### src/hdl/aep_pkg.sv
package aep_pkg;

	// result command codes
	localparam logic [1:0] CMD_GLYPH  = 2'd0;
	localparam logic [1:0] CMD_FILL   = 2'd1;
	localparam logic [1:0] CMD_SCROLL = 2'd2;
	localparam logic [1:0] CMD_CLEAR  = 2'd3;

	// configuration register indexes
	localparam logic REG_COLS = 1'b0;
	localparam logic REG_ROWS = 1'b1;

	// stream bytes
	localparam logic [7:0] CH_BEL    = 8'h07;
	localparam logic [7:0] CH_TAB    = 8'h09;
	localparam logic [7:0] CH_LF     = 8'h0a;
	localparam logic [7:0] CH_CR     = 8'h0d;
	localparam logic [7:0] CH_ESC    = 8'h1b;
	localparam logic [7:0] CH_ZERO   = 8'h30;
	localparam logic [7:0] CH_SEVEN  = 8'h37;
	localparam logic [7:0] CH_EIGHT  = 8'h38;
	localparam logic [7:0] CH_NINE   = 8'h39;
	localparam logic [7:0] CH_SEMI   = 8'h3b;
	localparam logic [7:0] CH_QMARK  = 8'h3f;
	localparam logic [7:0] CH_UP_A   = 8'h41;
	localparam logic [7:0] CH_UP_B   = 8'h42;
	localparam logic [7:0] CH_UP_C   = 8'h43;
	localparam logic [7:0] CH_UP_D   = 8'h44;
	localparam logic [7:0] CH_UP_G   = 8'h47;
	localparam logic [7:0] CH_UP_H   = 8'h48;
	localparam logic [7:0] CH_UP_J   = 8'h4a;
	localparam logic [7:0] CH_UP_K   = 8'h4b;
	localparam logic [7:0] CH_LBRACK = 8'h5b;
	localparam logic [7:0] CH_BSLASH = 8'h5c;
	localparam logic [7:0] CH_RBRACK = 8'h5d;
	localparam logic [7:0] CH_LO_D   = 8'h64;
	localparam logic [7:0] CH_LO_F   = 8'h66;
	localparam logic [7:0] CH_LO_H   = 8'h68;
	localparam logic [7:0] CH_LO_L   = 8'h6c;
	localparam logic [7:0] CH_LO_M   = 8'h6d;
	localparam logic [7:0] CH_LO_S   = 8'h73;
	localparam logic [7:0] CH_LO_U   = 8'h75;

	localparam logic [15:0] ACC_MAX   = 16'hffff;
	localparam logic [15:0] ALT_SCRN  = 16'd1049;
	localparam logic [15:0] SGR_FG_EXT = 16'd38;
	localparam logic [15:0] SGR_BG_EXT = 16'd48;
	localparam logic [15:0] EXT_INDEX = 16'd5;
	localparam logic [15:0] EXT_RGB   = 16'd2;
	localparam logic [23:0] RGB_WHITE = 24'hffffff;

	typedef enum logic [4:0] {
		BC_OTHER, BC_ESC, BC_CR, BC_LF, BC_TAB, BC_BEL, BC_BSLASH, BC_LBRACK,
		BC_RBRACK, BC_QMARK, BC_SEMI, BC_SEVEN, BC_EIGHT, BC_FIN_J, BC_FIN_K,
		BC_FIN_M, BC_FIN_HL
	} byte_class_t;

	typedef enum logic [4:0] {
		DOP_IDLE, DOP_CAPTURE, DOP_CR, DOP_NL, DOP_SAVE, DOP_RESTORE, DOP_DIGIT,
		DOP_PUSH, DOP_CLR_ACC, DOP_ARG0, DOP_FINAL, DOP_EMIT_GLYPH, DOP_EMIT_TAB,
		DOP_EMIT_SCROLL, DOP_EMIT_CLEAR, DOP_EMIT_ERASE, DOP_SGR_RESET,
		DOP_SGR_SIMPLE, DOP_SGR_HOLD, DOP_SGR_VAL, DOP_SGR_G, DOP_SGR_B,
		DOP_SGR_PAL, DOP_SGR_RGB
	} dp_op_t;

	// controller to datapath
	typedef struct packed {
		dp_op_t op;
		logic   have;   // operand present / digit seen / second argument present
		logic   last;   // last result of this byte
	} dp_cmd_t;

	// datapath to controller
	typedef struct packed {
		byte_class_t cls;
		logic        digit;
		logic        wrap;
		logic        nl_scroll;
		logic        out_free;
		logic        rd_ext;
		logic        rd_mode5;
		logic        rd_mode2;
		logic        rd_1049;
	} dp_stat_t;

	// 16 base colours
	function automatic logic [23:0] base_colour(input logic [3:0] idx);
		logic [23:0] c;
		case (idx)
			4'd0:    c = 24'h000000;
			4'd1:    c = 24'haa0000;
			4'd2:    c = 24'h00aa00;
			4'd3:    c = 24'haaaa00;
			4'd4:    c = 24'h0000aa;
			4'd5:    c = 24'haa00aa;
			4'd6:    c = 24'h00aaaa;
			4'd7:    c = 24'haaaaaa;
			4'd8:    c = 24'h555555;
			4'd9:    c = 24'hff5555;
			4'd10:   c = 24'h55ff55;
			4'd11:   c = 24'hffff55;
			4'd12:   c = 24'h5555ff;
			4'd13:   c = 24'hff55ff;
			4'd14:   c = 24'h55ffff;
			default: c = 24'hffffff;
		endcase
		return c;
	endfunction

	// colour cube level: 0, else 55 + 40 * x
	function automatic logic [7:0] cube_level(input logic [2:0] x);
		logic [7:0] v;
		v = (x == 3'd0) ? 8'd0 : 8'd55 + ({5'd0, x} << 5) + ({5'd0, x} << 3);
		return v;
	endfunction

	// 256-colour index to rgb
	function automatic logic [23:0] palette_pick(input logic [15:0] v);
		logic [7:0]  c8;
		logic [13:0] p36;
		logic [2:0]  r;
		logic [5:0]  rem;
		logic [10:0] p6;
		logic [2:0]  g;
		logic [2:0]  b;
		logic [7:0]  grey;
		logic [23:0] res;
		c8   = v[7:0] - 8'd16;
		p36  = 14'({6'd0, c8} * 14'd57);
		r    = p36[13:11];
		rem  = 6'(c8 - 8'({5'd0, r} * 8'd36));
		p6   = 11'({5'd0, rem} * 11'd43);
		g    = p6[10:8];
		b    = 3'(rem - 6'({3'd0, g} * 6'd6));
		grey = 8'd8 + 8'((v[7:0] - 8'd232) * 8'd10);
		if (v < 16'd16)
			res = base_colour(v[3:0]);
		else if (v >= 16'd232 && v <= 16'd255)
			res = {grey, grey, grey};
		else if (v <= 16'd231)
			res = {cube_level(r), cube_level(g), cube_level(b)};
		else
			res = base_colour(4'd7);
		return res;
	endfunction

	function automatic logic [7:0] sat8(input logic [15:0] v);
		return (v > 16'd255) ? 8'hff : v[7:0];
	endfunction

endpackage

### src/hdl/aep_dp.sv
module aep_dp import aep_pkg::*; #(
	parameter int PARAM_SLOTS = 16,
	parameter int AW = $clog2(PARAM_SLOTS)
) (
	input  logic           clk,
	input  logic           arst_n,
	input  logic           cfg_we,
	input  logic           cfg_index,
	input  logic [7:0]     cfg_data,
	input  logic [7:0]     in_byte,
	input  dp_cmd_t        cmd,
	input  logic [AW-1:0]  rd_addr,
	input  logic [AW-1:0]  wr_addr,
	output dp_stat_t       stat,
	input  logic           out_stall,
	output logic           out_valid,
	output logic [1:0]     command,
	output logic [7:0]     cell_row,
	output logic [7:0]     cell_col,
	output logic [7:0]     glyph_code,
	output logic [7:0]     span_cells,
	output logic [23:0]    fg_rgb,
	output logic [23:0]    bg_rgb,
	output logic           last_of_run
);

	logic [7:0]  cols_q, rows_q;
	logic [7:0]  row_q, col_q, saved_row_q, saved_col_q;
	logic [23:0] fg_q, bg_q;
	logic [15:0] acc_q, arg0_q;
	logic [7:0]  byte_q;
	logic [15:0] param_mem [PARAM_SLOTS];
	logic [15:0] rd_data_q;
	logic        ext_fg_q;
	logic [15:0] ext_val_q;
	logic [7:0]  ext_g_q, ext_b_q;
	logic        out_valid_q;
	logic [1:0]  out_cmd_q;
	logic [7:0]  out_row_q, out_col_q, out_glyph_q, out_span_q;
	logic [23:0] out_fg_q, out_bg_q;
	logic        out_last_q;

	logic [7:0]  cols_eff, rows_eff, cols_last, rows_last;
	byte_class_t cls_c;
	logic [19:0] acc_mul;
	logic [15:0] acc_next;
	logic [8:0]  tab_sum, tab_next;
	logic [7:0]  tab_stop, erase_span;
	logic [15:0] arg1, n_m1, a1_m1;
	logic [16:0] row_up, col_up;
	logic [7:0]  fin_row, fin_col;
	logic [15:0] p, pm30, pm40, pm82, pm92;
	logic [23:0] sg_fg, sg_bg;
	logic        emit;

	assign cols_eff  = (cols_q == 8'd0) ? 8'd1 : cols_q;
	assign rows_eff  = (rows_q == 8'd0) ? 8'd1 : rows_q;
	assign cols_last = cols_eff - 8'd1;
	assign rows_last = rows_eff - 8'd1;

	// byte classification
	always_comb begin
		case (byte_q)
			CH_ESC:    cls_c = BC_ESC;
			CH_CR:     cls_c = BC_CR;
			CH_LF:     cls_c = BC_LF;
			CH_TAB:    cls_c = BC_TAB;
			CH_BEL:    cls_c = BC_BEL;
			CH_BSLASH: cls_c = BC_BSLASH;
			CH_LBRACK: cls_c = BC_LBRACK;
			CH_RBRACK: cls_c = BC_RBRACK;
			CH_QMARK:  cls_c = BC_QMARK;
			CH_SEMI:   cls_c = BC_SEMI;
			CH_SEVEN:  cls_c = BC_SEVEN;
			CH_EIGHT:  cls_c = BC_EIGHT;
			CH_UP_J:   cls_c = BC_FIN_J;
			CH_UP_K:   cls_c = BC_FIN_K;
			CH_LO_M:   cls_c = BC_FIN_M;
			CH_LO_H:   cls_c = BC_FIN_HL;
			CH_LO_L:   cls_c = BC_FIN_HL;
			default:   cls_c = BC_OTHER;
		endcase
	end

	// status flags
	assign stat.cls        = cls_c;
	assign emit            = (cmd.op == DOP_EMIT_GLYPH) || (cmd.op == DOP_EMIT_TAB) ||
	                         (cmd.op == DOP_EMIT_SCROLL) || (cmd.op == DOP_EMIT_CLEAR) ||
	                         (cmd.op == DOP_EMIT_ERASE);
	assign stat.digit      = (byte_q >= CH_ZERO) && (byte_q <= CH_NINE);
	assign stat.wrap       = (col_q >= cols_eff);
	assign stat.nl_scroll  = !(({1'b0, row_q} + 9'd1) < {1'b0, rows_eff}) &&
	                         (rows_eff >= 8'd2);
	assign stat.out_free   = !out_valid_q || !out_stall;
	assign stat.rd_ext     = (rd_data_q == SGR_FG_EXT) || (rd_data_q == SGR_BG_EXT);
	assign stat.rd_mode5   = (rd_data_q == EXT_INDEX);
	assign stat.rd_mode2   = (rd_data_q == EXT_RGB);
	assign stat.rd_1049    = (rd_data_q == ALT_SCRN);

	// digit accumulate, saturating
	assign acc_mul  = ({4'd0, acc_q} << 3) + ({4'd0, acc_q} << 1) + {16'd0, byte_q[3:0]};
	assign acc_next = (acc_mul > {4'd0, ACC_MAX}) ? ACC_MAX : acc_mul[15:0];

	// tab stop and erase span
	assign tab_sum    = {1'b0, col_q} + 9'd8;
	assign tab_next   = tab_sum & ~9'd7;
	assign tab_stop   = (tab_next > {1'b0, cols_eff}) ? cols_eff : tab_next[7:0];
	assign erase_span = (col_q < cols_eff) ? cols_eff - col_q : 8'd0;

	// cursor moves of a CSI final
	always_comb begin
		arg1    = (cmd.have && rd_data_q != 16'd0) ? rd_data_q : 16'd1;
		n_m1    = arg0_q - 16'd1;
		a1_m1   = arg1 - 16'd1;
		row_up  = {9'd0, row_q} + {1'b0, arg0_q};
		col_up  = {9'd0, col_q} + {1'b0, arg0_q};
		fin_row = row_q;
		fin_col = col_q;
		case (byte_q)
			CH_UP_A: fin_row = ({8'd0, row_q} > arg0_q) ? row_q - arg0_q[7:0] : 8'd0;
			CH_UP_B: fin_row = (row_up > {9'd0, rows_last}) ? rows_last : row_up[7:0];
			CH_UP_C: fin_col = (col_up > {9'd0, cols_last}) ? cols_last : col_up[7:0];
			CH_UP_D: fin_col = ({8'd0, col_q} > arg0_q) ? col_q - arg0_q[7:0] : 8'd0;
			CH_UP_G: fin_col = (n_m1 > {8'd0, cols_last}) ? cols_last : n_m1[7:0];
			CH_LO_D: fin_row = (n_m1 > {8'd0, rows_last}) ? rows_last : n_m1[7:0];
			CH_UP_H, CH_LO_F: begin
				fin_row = (n_m1 >= {8'd0, rows_eff}) ? rows_last : n_m1[7:0];
				fin_col = (a1_m1 >= {8'd0, cols_eff}) ? cols_last : a1_m1[7:0];
			end
			CH_LO_U: begin
				fin_row = saved_row_q;
				fin_col = saved_col_q;
			end
			default: ;
		endcase
	end

	// plain SGR codes
	always_comb begin
		p     = rd_data_q;
		pm30  = p - 16'd30;
		pm40  = p - 16'd40;
		pm82  = p - 16'd82;
		pm92  = p - 16'd92;
		sg_fg = fg_q;
		sg_bg = bg_q;
		if (p == 16'd0) begin
			sg_fg = base_colour(4'd7);
			sg_bg = base_colour(4'd0);
		end else if (p >= 16'd30 && p <= 16'd37) begin
			sg_fg = base_colour(pm30[3:0]);
		end else if (p >= 16'd40 && p <= 16'd47) begin
			sg_bg = base_colour(pm40[3:0]);
		end else if (p >= 16'd90 && p <= 16'd97) begin
			sg_fg = base_colour(pm82[3:0]);
		end else if (p >= 16'd100 && p <= 16'd107) begin
			sg_bg = base_colour(pm92[3:0]);
		end else if (p == 16'd39) begin
			sg_fg = base_colour(4'd7);
		end else if (p == 16'd49) begin
			sg_bg = base_colour(4'd0);
		end
	end

	// parameter store, registered read
	always_ff @(posedge clk) begin
		if (cmd.op == DOP_PUSH)
			param_mem[wr_addr] <= cmd.have ? acc_q : 16'd0;
		rd_data_q <= param_mem[rd_addr];
	end

	// architectural state
	always_ff @(posedge clk or negedge arst_n) begin
		if (!arst_n) begin
			cols_q      <= 8'd80;
			rows_q      <= 8'd25;
			row_q       <= 8'd0;
			col_q       <= 8'd0;
			saved_row_q <= 8'd0;
			saved_col_q <= 8'd0;
			fg_q        <= RGB_WHITE;
			bg_q        <= 24'd0;
			acc_q       <= 16'd0;
		end else begin
			if (cfg_we) begin
				case (cfg_index)
					REG_COLS: cols_q <= cfg_data;
					REG_ROWS: rows_q <= cfg_data;
					default:  ;
				endcase
			end
			case (cmd.op)
				DOP_CR: col_q <= 8'd0;
				DOP_NL: begin
					col_q <= 8'd0;
					row_q <= (({1'b0, row_q} + 9'd1) < {1'b0, rows_eff}) ?
					         row_q + 8'd1 : 8'd0;
				end
				DOP_SAVE: begin
					saved_row_q <= row_q;
					saved_col_q <= col_q;
				end
				DOP_RESTORE: begin
					row_q <= saved_row_q;
					col_q <= saved_col_q;
				end
				DOP_DIGIT:   acc_q <= acc_next;
				DOP_PUSH:    acc_q <= 16'd0;
				DOP_CLR_ACC: acc_q <= 16'd0;
				DOP_FINAL: begin
					row_q <= fin_row;
					col_q <= fin_col;
					if (byte_q == CH_LO_S) begin
						saved_row_q <= row_q;
						saved_col_q <= col_q;
					end
				end
				DOP_EMIT_GLYPH:  col_q <= col_q + 8'd1;
				DOP_EMIT_TAB:    col_q <= tab_stop;
				DOP_EMIT_SCROLL: begin
					row_q <= rows_last;
					col_q <= 8'd0;
				end
				DOP_EMIT_CLEAR: begin
					row_q <= 8'd0;
					col_q <= 8'd0;
				end
				DOP_SGR_RESET: begin
					fg_q <= base_colour(4'd7);
					bg_q <= base_colour(4'd0);
				end
				DOP_SGR_SIMPLE: begin
					fg_q <= sg_fg;
					bg_q <= sg_bg;
				end
				DOP_SGR_PAL: begin
					if (ext_fg_q)
						fg_q <= palette_pick(ext_val_q);
					else
						bg_q <= palette_pick(ext_val_q);
				end
				DOP_SGR_RGB: begin
					if (ext_fg_q)
						fg_q <= {sat8(ext_val_q), ext_g_q, ext_b_q};
					else
						bg_q <= {sat8(ext_val_q), ext_g_q, ext_b_q};
				end
				default: ;
			endcase
		end
	end

	// operand holding registers
	always_ff @(posedge clk) begin
		case (cmd.op)
			DOP_CAPTURE:  byte_q    <= in_byte;
			DOP_ARG0:     arg0_q    <= (cmd.have && rd_data_q != 16'd0) ? rd_data_q : 16'd1;
			DOP_SGR_HOLD: ext_fg_q  <= (rd_data_q == SGR_FG_EXT);
			DOP_SGR_VAL:  ext_val_q <= cmd.have ? rd_data_q : 16'd7;
			DOP_SGR_G:    ext_g_q   <= cmd.have ? sat8(rd_data_q) : 8'd0;
			DOP_SGR_B:    ext_b_q   <= cmd.have ? sat8(rd_data_q) : 8'd0;
			default: ;
		endcase
	end

	// output register
	always_ff @(posedge clk or negedge arst_n) begin
		if (!arst_n)
			out_valid_q <= 1'b0;
		else if (emit)
			out_valid_q <= 1'b1;
		else if (!out_stall)
			out_valid_q <= 1'b0;
	end

	always_ff @(posedge clk) begin
		if (emit) begin
			out_fg_q    <= fg_q;
			out_bg_q    <= bg_q;
			out_last_q  <= cmd.last;
			out_row_q   <= 8'd0;
			out_col_q   <= 8'd0;
			out_glyph_q <= 8'd0;
			out_span_q  <= 8'd0;
			case (cmd.op)
				DOP_EMIT_GLYPH: begin
					out_cmd_q   <= CMD_GLYPH;
					out_row_q   <= row_q;
					out_col_q   <= col_q;
					out_glyph_q <= byte_q;
				end
				DOP_EMIT_TAB: begin
					out_cmd_q  <= CMD_FILL;
					out_row_q  <= row_q;
					out_col_q  <= col_q;
					out_span_q <= tab_stop - col_q;
				end
				DOP_EMIT_ERASE: begin
					out_cmd_q  <= CMD_FILL;
					out_row_q  <= row_q;
					out_col_q  <= col_q;
					out_span_q <= erase_span;
				end
				DOP_EMIT_SCROLL: out_cmd_q <= CMD_SCROLL;
				default:         out_cmd_q <= CMD_CLEAR;
			endcase
		end
	end

	assign out_valid   = out_valid_q;
	assign command     = out_cmd_q;
	assign cell_row    = out_row_q;
	assign cell_col    = out_col_q;
	assign glyph_code  = out_glyph_q;
	assign span_cells  = out_span_q;
	assign fg_rgb      = out_fg_q;
	assign bg_rgb      = out_bg_q;
	assign last_of_run = out_last_q;

endmodule

### src/hdl/aep_ctrl.sv
module aep_ctrl import aep_pkg::*; #(
	parameter int PARAM_SLOTS = 16,
	parameter int AW = $clog2(PARAM_SLOTS)
) (
	input  logic          clk,
	input  logic          arst_n,
	input  logic          in_valid,
	output logic          in_stall,
	input  dp_stat_t      stat,
	output dp_cmd_t       cmd,
	output logic [AW-1:0] rd_addr,
	output logic [AW-1:0] wr_addr
);

	localparam int IW = $clog2(PARAM_SLOTS + 6);

	typedef enum logic [1:0] {MODE_TEXT, MODE_ESC, MODE_CSI, MODE_OSC} parse_mode_t;

	typedef enum logic [3:0] {
		S_IDLE, S_DECODE, S_PUT, S_EMIT, S_FIN0, S_FIN1, S_FIN2, S_SGR_RD,
		S_SGR_P, S_SGR_M, S_SGR_V, S_SGR_G, S_SGR_B, S_SGR_APPLY
	} state_t;

	state_t      state_q, state_nx;
	parse_mode_t mode_q, mode_nx;
	logic        priv_q, priv_nx;
	logic        digit_q, digit_nx;
	logic [IW-1:0] total_q, total_nx;
	logic [IW-1:0] idx_q, idx_nx;
	dp_op_t      pend_op_q, pend_op_nx;
	logic        pend_last_q, pend_last_nx;
	logic        ret_put_q, ret_put_nx;
	logic        ext2_q, ext2_nx;
	logic        alt_q, alt_nx;
	logic [IW-1:0] idx_p1, idx_p2, idx_p3, idx_p4;
	logic        slot_free;

	assign idx_p1    = idx_q + IW'(1);
	assign idx_p2    = idx_q + IW'(2);
	assign idx_p3    = idx_q + IW'(3);
	assign idx_p4    = idx_q + IW'(4);
	assign slot_free = total_q < IW'(PARAM_SLOTS);
	assign in_stall  = (state_q != S_IDLE);
	assign wr_addr   = total_q[AW-1:0];

	// next state and datapath commands
	always_comb begin
		state_nx     = state_q;
		mode_nx      = mode_q;
		priv_nx      = priv_q;
		digit_nx     = digit_q;
		total_nx     = total_q;
		idx_nx       = idx_q;
		pend_op_nx   = pend_op_q;
		pend_last_nx = pend_last_q;
		ret_put_nx   = ret_put_q;
		ext2_nx      = ext2_q;
		alt_nx       = alt_q;
		cmd.op       = DOP_IDLE;
		cmd.have     = 1'b0;
		cmd.last     = 1'b0;
		rd_addr      = idx_q[AW-1:0];
		case (state_q)
			S_IDLE: begin
				if (in_valid) begin
					cmd.op   = DOP_CAPTURE;
					state_nx = S_DECODE;
				end
			end
			S_DECODE: begin
				state_nx = S_IDLE;
				case (mode_q)
					MODE_ESC: begin
						mode_nx = MODE_TEXT;
						if (stat.cls == BC_LBRACK) begin
							mode_nx  = MODE_CSI;
							total_nx = '0;
							digit_nx = 1'b0;
						end else if (stat.cls == BC_RBRACK) begin
							mode_nx = MODE_OSC;
						end else if (stat.cls == BC_SEVEN) begin
							cmd.op = DOP_SAVE;
						end else if (stat.cls == BC_EIGHT) begin
							cmd.op = DOP_RESTORE;
						end
					end
					MODE_OSC: begin
						if (stat.cls == BC_BEL || stat.cls == BC_BSLASH)
							mode_nx = MODE_TEXT;
					end
					MODE_CSI: begin
						if (stat.cls == BC_QMARK) begin
							priv_nx = 1'b1;
						end else if (stat.digit) begin
							cmd.op   = DOP_DIGIT;
							digit_nx = 1'b1;
						end else if (stat.cls == BC_SEMI) begin
							digit_nx = 1'b0;
							cmd.have = digit_q;
							if (slot_free) begin
								cmd.op   = DOP_PUSH;
								total_nx = total_q + IW'(1);
							end else begin
								cmd.op = DOP_CLR_ACC;
							end
						end else begin
							// final byte: close the open parameter
							cmd.have = digit_q;
							if (slot_free && (digit_q || total_q == '0)) begin
								cmd.op   = DOP_PUSH;
								total_nx = total_q + IW'(1);
							end else begin
								cmd.op = DOP_CLR_ACC;
							end
							state_nx = S_FIN0;
						end
					end
					default: begin
						if (stat.cls == BC_ESC) begin
							mode_nx = MODE_ESC;
						end else if (stat.cls == BC_CR) begin
							cmd.op = DOP_CR;
						end else if (stat.cls == BC_LF) begin
							if (stat.nl_scroll) begin
								pend_op_nx   = DOP_EMIT_SCROLL;
								pend_last_nx = 1'b1;
								ret_put_nx   = 1'b0;
								state_nx     = S_EMIT;
							end else begin
								cmd.op = DOP_NL;
							end
						end else if (stat.wrap) begin
							if (stat.nl_scroll) begin
								pend_op_nx   = DOP_EMIT_SCROLL;
								pend_last_nx = 1'b0;
								ret_put_nx   = 1'b1;
								state_nx     = S_EMIT;
							end else begin
								cmd.op   = DOP_NL;
								state_nx = S_PUT;
							end
						end else begin
							state_nx = S_PUT;
						end
					end
				endcase
			end
			S_PUT: begin
				pend_op_nx   = (stat.cls == BC_TAB) ? DOP_EMIT_TAB : DOP_EMIT_GLYPH;
				pend_last_nx = 1'b1;
				ret_put_nx   = 1'b0;
				state_nx     = S_EMIT;
			end
			S_EMIT: begin
				if (stat.out_free) begin
					cmd.op   = pend_op_q;
					cmd.last = pend_last_q;
					state_nx = ret_put_q ? S_PUT : S_IDLE;
				end
			end
			S_FIN0: begin
				rd_addr  = '0;
				state_nx = S_FIN1;
			end
			S_FIN1: begin
				cmd.op   = DOP_ARG0;
				cmd.have = (total_q != '0);
				alt_nx   = stat.rd_1049 && (total_q != '0);
				rd_addr  = AW'(1);
				state_nx = S_FIN2;
			end
			S_FIN2: begin
				mode_nx      = MODE_TEXT;
				priv_nx      = 1'b0;
				digit_nx     = 1'b0;
				total_nx     = '0;
				pend_last_nx = 1'b1;
				ret_put_nx   = 1'b0;
				state_nx     = S_IDLE;
				case (stat.cls)
					BC_FIN_J: begin
						pend_op_nx = DOP_EMIT_CLEAR;
						state_nx   = S_EMIT;
					end
					BC_FIN_K: begin
						pend_op_nx = DOP_EMIT_ERASE;
						state_nx   = S_EMIT;
					end
					BC_FIN_M: begin
						if (total_q == '0) begin
							cmd.op = DOP_SGR_RESET;
						end else begin
							total_nx = total_q;
							idx_nx   = '0;
							state_nx = S_SGR_RD;
						end
					end
					BC_FIN_HL: begin
						if (priv_q && alt_q) begin
							pend_op_nx = DOP_EMIT_CLEAR;
							state_nx   = S_EMIT;
						end
					end
					default: begin
						cmd.op   = DOP_FINAL;
						cmd.have = (total_q > IW'(1));
					end
				endcase
			end
			// colour walk, one stored parameter per read
			S_SGR_RD: begin
				if (idx_q < total_q) begin
					state_nx = S_SGR_P;
				end else begin
					total_nx = '0;
					state_nx = S_IDLE;
				end
			end
			S_SGR_P: begin
				if (stat.rd_ext) begin
					cmd.op = DOP_SGR_HOLD;
					if (idx_p1 < total_q) begin
						rd_addr  = idx_p1[AW-1:0];
						state_nx = S_SGR_M;
					end else begin
						idx_nx   = idx_p1;
						state_nx = S_SGR_RD;
					end
				end else begin
					cmd.op   = DOP_SGR_SIMPLE;
					idx_nx   = idx_p1;
					state_nx = S_SGR_RD;
				end
			end
			S_SGR_M: begin
				if (stat.rd_mode5 || stat.rd_mode2) begin
					ext2_nx  = stat.rd_mode2;
					rd_addr  = idx_p2[AW-1:0];
					state_nx = S_SGR_V;
				end else begin
					idx_nx   = idx_p1;
					state_nx = S_SGR_RD;
				end
			end
			S_SGR_V: begin
				cmd.op   = DOP_SGR_VAL;
				cmd.have = (idx_p2 < total_q);
				rd_addr  = idx_p3[AW-1:0];
				state_nx = ext2_q ? S_SGR_G : S_SGR_APPLY;
			end
			S_SGR_G: begin
				cmd.op   = DOP_SGR_G;
				cmd.have = (idx_p3 < total_q);
				rd_addr  = idx_p4[AW-1:0];
				state_nx = S_SGR_B;
			end
			S_SGR_B: begin
				cmd.op   = DOP_SGR_B;
				cmd.have = (idx_p4 < total_q);
				state_nx = S_SGR_APPLY;
			end
			S_SGR_APPLY: begin
				cmd.op   = ext2_q ? DOP_SGR_RGB : DOP_SGR_PAL;
				idx_nx   = ext2_q ? idx_q + IW'(5) : idx_p3;
				state_nx = S_SGR_RD;
			end
			default: state_nx = S_IDLE;
		endcase
	end

	// state register
	always_ff @(posedge clk or negedge arst_n) begin
		if (!arst_n) begin
			state_q     <= S_IDLE;
			mode_q      <= MODE_TEXT;
			priv_q      <= 1'b0;
			digit_q     <= 1'b0;
			total_q     <= '0;
			idx_q       <= '0;
			pend_op_q   <= DOP_IDLE;
			pend_last_q <= 1'b0;
			ret_put_q   <= 1'b0;
			ext2_q      <= 1'b0;
			alt_q       <= 1'b0;
		end else begin
			state_q     <= state_nx;
			mode_q      <= mode_nx;
			priv_q      <= priv_nx;
			digit_q     <= digit_nx;
			total_q     <= total_nx;
			idx_q       <= idx_nx;
			pend_op_q   <= pend_op_nx;
			pend_last_q <= pend_last_nx;
			ret_put_q   <= ret_put_nx;
			ext2_q      <= ext2_nx;
			alt_q       <= alt_nx;
		end
	end

endmodule

### src/hdl/ansi_terminal_escape_parser.sv
// Channel   Direction  Handshake              Payload
// config    in         cfg_we                 cfg_index, cfg_data
// text      in         in_valid / in_stall    text_byte
// draw      out        out_valid / out_stall  command .. last_of_run
//
// Each byte is captured and then decoded. A glyph or tab then passes the put
// and emit states (a wrap that scrolls emits the scroll first), a newline
// that scrolls passes the emit state, and a CSI final passes the finishing
// states and then the emit state when the final draws. An SGR then walks its
// parameters over the single read port of the store. Reset is asynchronous
// and needs no clearing pass. A stalled draw beat holds the controller in its
// emit state; text bytes keep flowing while the last beat waits.
module ansi_terminal_escape_parser import aep_pkg::*; #(
	parameter int PARAM_SLOTS = 16
) (
	input  logic        clk,
	input  logic        arst_n,
	input  logic        cfg_we,
	input  logic        cfg_index,
	input  logic [7:0]  cfg_data,
	input  logic        in_valid,
	output logic        in_stall,
	input  logic [7:0]  text_byte,
	output logic        out_valid,
	input  logic        out_stall,
	output logic [1:0]  command,
	output logic [7:0]  cell_row,
	output logic [7:0]  cell_col,
	output logic [7:0]  glyph_code,
	output logic [7:0]  span_cells,
	output logic [23:0] fg_rgb,
	output logic [23:0] bg_rgb,
	output logic        last_of_run
);

	localparam int AW = $clog2(PARAM_SLOTS);

	dp_cmd_t       cmd;
	dp_stat_t      stat;
	logic [AW-1:0] rd_addr, wr_addr;

	// sequencer
	aep_ctrl #(.PARAM_SLOTS(PARAM_SLOTS), .AW(AW)) u_ctrl (
		.clk      (clk),
		.arst_n   (arst_n),
		.in_valid (in_valid),
		.in_stall (in_stall),
		.stat     (stat),
		.cmd      (cmd),
		.rd_addr  (rd_addr),
		.wr_addr  (wr_addr)
	);

	// cursor, colours, parameters and output beat
	aep_dp #(.PARAM_SLOTS(PARAM_SLOTS), .AW(AW)) u_dp (
		.clk         (clk),
		.arst_n      (arst_n),
		.cfg_we      (cfg_we),
		.cfg_index   (cfg_index),
		.cfg_data    (cfg_data),
		.in_byte     (text_byte),
		.cmd         (cmd),
		.rd_addr     (rd_addr),
		.wr_addr     (wr_addr),
		.stat        (stat),
		.out_stall   (out_stall),
		.out_valid   (out_valid),
		.command     (command),
		.cell_row    (cell_row),
		.cell_col    (cell_col),
		.glyph_code  (glyph_code),
		.span_cells  (span_cells),
		.fg_rgb      (fg_rgb),
		.bg_rgb      (bg_rgb),
		.last_of_run (last_of_run)
	);

endmodule

### config.mk
export PLATFORM = sky130hd
export DESIGN_NAME = ansi_terminal_escape_parser
export DESIGN_NICKNAME = d
export VERILOG_FILES = /design/src/hdl/aep_pkg.sv /design/src/hdl/aep_dp.sv /design/src/hdl/aep_ctrl.sv /design/src/hdl/ansi_terminal_escape_parser.sv
export SDC_FILE = /design/constraint.sdc
export NUM_CORES = 1
export LEC_CHECK = 0
export BUFFER_PORTS_ARGS = -buffer_cell sky130_fd_sc_hd__buf_2
export CORE_UTILIZATION = 68
export CTS_CLUSTER_SIZE = 30
export DETAILED_ROUTE_END_ITERATION = 6
export MAX_ROUTING_LAYER = met4
export PLACE_DENSITY = 0.91
export SYNTH_ARGS = -nofsm -noshare
export SYNTH_HDL_FRONTEND = slang
export SYNTH_SLANG_ARGS = --single-unit
### constraint.sdc
create_clock -name clk -period 30.2 [get_ports clk]
set_clock_uncertainty 0.05 [all_clocks]
set_input_delay 6.04 -clock clk [delete_from_list [all_inputs] [get_ports clk]]
set_output_delay 6.04 -clock clk [all_outputs]
set_load 0.05 [all_outputs]
==> results.py <==
metrics = {
    "status": {
        "status": "complete, no violations",
    },
    "setup_path": {
        "cp_data_required_time_ps": 30670,
        "cp-start-kind": "flop",
        "regToRegEndpoint": "u_dp.bg_q[7]",
        "rrSetupSlack_ps": 19010,
        "cp.arrival_ps": 11660,
        "reg2reg_from": "u_dp.ext_val_q[4]",
        "cp_max_fo": 10,
        "worstSetupEndpointType": "flop",
        "critPathKind": "reg -> reg",
        "reg2reg_depth": 40,
        "crit_top_cell": "ha_1",
        "cp_slowest_cell": "a2111oi_0",
        "max_stage_delay_ps": 740,
    },
    "synthesis": {
        "yosysTopAreaCell": "edfxtp_1",
        "synth_top_area_share_pct": 35.3,
        "synthCells": 3100,
        "synth_edf_count": 396,
        "synth.most_common_cell": "edfxtp_1",
        "synth_xor_area_share_pct": 3.43,
        "synth_fp_nets": 3399,
        "synthArstFlopShare_pct": 25.0,
        "synth_seq_area_share_pct": 47.0,
        "synth-compound-area-share_pct": 14.1,
        "synthSimpleGateAreaFrac_pct": 13.3,
        "synth_common_cells": "396 x edfxtp_1, 256 x ha_1, 235 x nand2_1, 204 x nor2_1, 201 x mux2i_1",
        "synthFlopType": "edfxtp_1",
        "synth_cell_types": 105,
        "synth.area.mux_share_pct": 7.72,
        "synth_seq_cells": 555,
        "avgSynthCellArea_um2": 10.9,
        "synth_top_family_by_area": "compound AO/OA/AOI/OAI gates",
        "ys_warn_count": 0,
        "ys_top_cells_by_area": "edfxtp_1 35%, ha_1 9.5%, dfrtp_1 8.2%, mux2i_1 6.0%, nand2_1 2.6%",
        "yosys.area_share.adder_pct": 10.8,
        "netlist_area_um2": 33600,
    },
    "layout": {
        "nets": 3469,
        "design_area_um2": 36700,
        "areaGrowthSynthToFinish_pct": 8.95,
        "utilization_pct": 75.0,
        "drive_gt1_share_pct": 11.3,
        "fin_cells": 3884,
    },
    "timing": {
        "setup_violations": 0,
        "slew-limit-headroom_pct": 7.01,
        "hold_ws_ps": 398,
        "tightestPinTransition_ps": 1380,
        "slew_viol_final": 0,
        "period_needed_ps": 11190,
        "hold_viol_final": 0,
        "fmax_mhz": 89.4,
        "final.setup.tns_ps": 0,
        "fin_ws_ps": 19010,
        "rsz0062_at_grt": "false",
        "fin_crit_sh_pct": 37.0,
    },
    "placement": {
        "place.gp.congestion": 0.999,
        "hpwl_mm": 70.6,
        "dpl_worst_slack_ps": 19040,
        "placement.io_buffers": 106,
        "place_inst": 3776,
        "post_dp_cell_area_um2": 34800,
    },
    "clocking": {
        "clock-sinks": 555,
        "postCtsHoldBufs": 0,
        "cts_root_buf": "clkbuf_16",
        "h-tree-depth": 2,
        "numCtsBuffers": 56,
        "cts_tree": "built",
        "post_cts_resized": 0,
        "cts_setup_buffers": 0,
        "clk_latency_ps": 650,
        "cts.path.max_buffers": 3,
        "clk_pin_slew_ps": 60,
    },
    "routing": {
        "drcViolationCount": 0,
        "vias": 27400,
        "drt_iter0_markers": 3611,
        "drt-pass1-iter-count": 6,
        "wirelength_mm": 106,
        "viasPerCell": 7.06,
        "wire_per_inst_um": 27.3,
        "postRouteAntennaNets": 0,
    },
    "floorplan": {
        "initial_core_util_pct": 68.9,
        "die_h_um": 224,
        "io_pins": 107,
        "fp-row-count": 81,
        "die-area_um2": 50400,
        "coreArea_um2": 48800,
        "die_x_um": 224,
    },
    "hold_path": {
        "holdPathStages": 0,
        "worstHoldPathType": "reg -> reg",
        "holdPathEnd": "u_dp.bg_rgb[11]",
        "worstHoldStart": "u_dp.bg_q[11]",
    },
    "global_routing": {
        "grtUsageTotal_pct": 43.1,
        "grt_pass1_wl_mm": 159,
        "first_global_vias": 27000,
        "grt-ovfl-total": 0,
        "grt_max_degree": 78,
        "antenna_found_initial": 1,
    },
    "flow_run": {
        "max-cap-violations": 0,
    },
    "pwr": {
        "p_total_mw": 2.55,
        "p_per_area_nw_per_um2": 69.6,
        "leakagePower_nw": 15.1,
        "power_switching_mw": 0.971,
        "clkPwrFrac_pct": 28.2,
        "seqPwrFrac_pct": 38.3,
        "switching_share_pct": 38.1,
        "intPower_mw": 1.58,
        "p_comb_share_pct": 33.6,
        "peakVddDrop_uv": 63.7,
    },
}
## worst max-delay path, delay by kind of cell, from the launching register on
family | cells | cell delay (ps)
fa+ha+maj | 14 | 4870
xor+xnor | 8 | 2360
compound gates | 9 | 2150
buf+inv | 7 | 710
flops | 1 | 550
simple gates | 2 | 410
## sequential cells by signal (all words and copies together), names as in the netlist, 16 cells and up, named ones only
signal	count
u_dp.fg_rgb	24
u_dp.p	16
u_dp.bg_q	24
u_dp.param_mem	256
u_dp.fg_q	24
u_dp.ext_val_q	16
u_dp.arg0_q	16
u_dp.acc_q	16
u_dp.bg_rgb	24
## cells by family after synthesis
group	after synthesis
compound gates	708
xor+xnor	130
fa+ha+maj	279
buf+inv	306
flops	555
mux	237
simple gates	885
## final cells by class
cell class,count,area (µm²)
multi-input cells,2239,16600
fillers,3116,12200
clock inverters,35,343
repair buffers,150,867
diodes,3,7.51
flip-flops and latches,555,15800
clock buffers,70,1540
well taps,664,831
inverters,168,631
## routing by layer
| layer | global-route usage, % | up-vias | wire (µm) |
|---|---|---|---|
| met3 | 7.73 | 495 | 11200 |
| met1 | 53.4 | 13200 | 39400 |
| met2 | 66.8 | 2041 | 48500 |
| met4 | 24.7 | 0 | 6850 |
| li1 | - | 11700 | - |
| met5 | - | - | 0 |
## cells in the final DEF (no fill, tap or decap), types with 52 or more instances in the layout
master	netlist	final
nor2_1	204	201
clkbuf_16	0	57
ha_1	256	256
inv_1	166	166
edfxtp_1	396	396
o21ai_0	166	166
xnor2_1	97	97
and2_1	69	69
nand2_1	235	234
a21oi_1	157	157
dfrtp_1	110	110
nor3_1	56	52
a21o_1	52	52
nand3_1	71	71
buf_2	17	105
mux2i_1	201	201
## how the worst max path moves through the flow
stage                     cells past startpoint  slack, ps               from      endpoint
after floorplan                              43      20180  u_dp.ext_val_q[4]  u_dp.bg_q[7]
after global placement                       40      19440  u_dp.ext_val_q[4]  u_dp.bg_q[7]
after detailed placement                     40      19040  u_dp.ext_val_q[4]  u_dp.bg_q[7]
after CTS                                    40      18960  u_dp.ext_val_q[4]  u_dp.bg_q[7]
after global routing                         42      18020  u_dp.ext_val_q[4]  u_dp.bg_q[7]
final                                        40      19010  u_dp.ext_val_q[4]  u_dp.bg_q[7]
## power by group through the flow
stage	Combinational (mW)	Clock (mW)	Sequential, mW
CTS	0.826	0.715	0.967
finish	0.856	0.719	0.976
global placement	0.778	0	0.980
detailed placement	0.812	0	0.982
floorplan	0.615	0	0.931
global route	0.925	0.741	0.977
(Power assumes the default switching activity.)
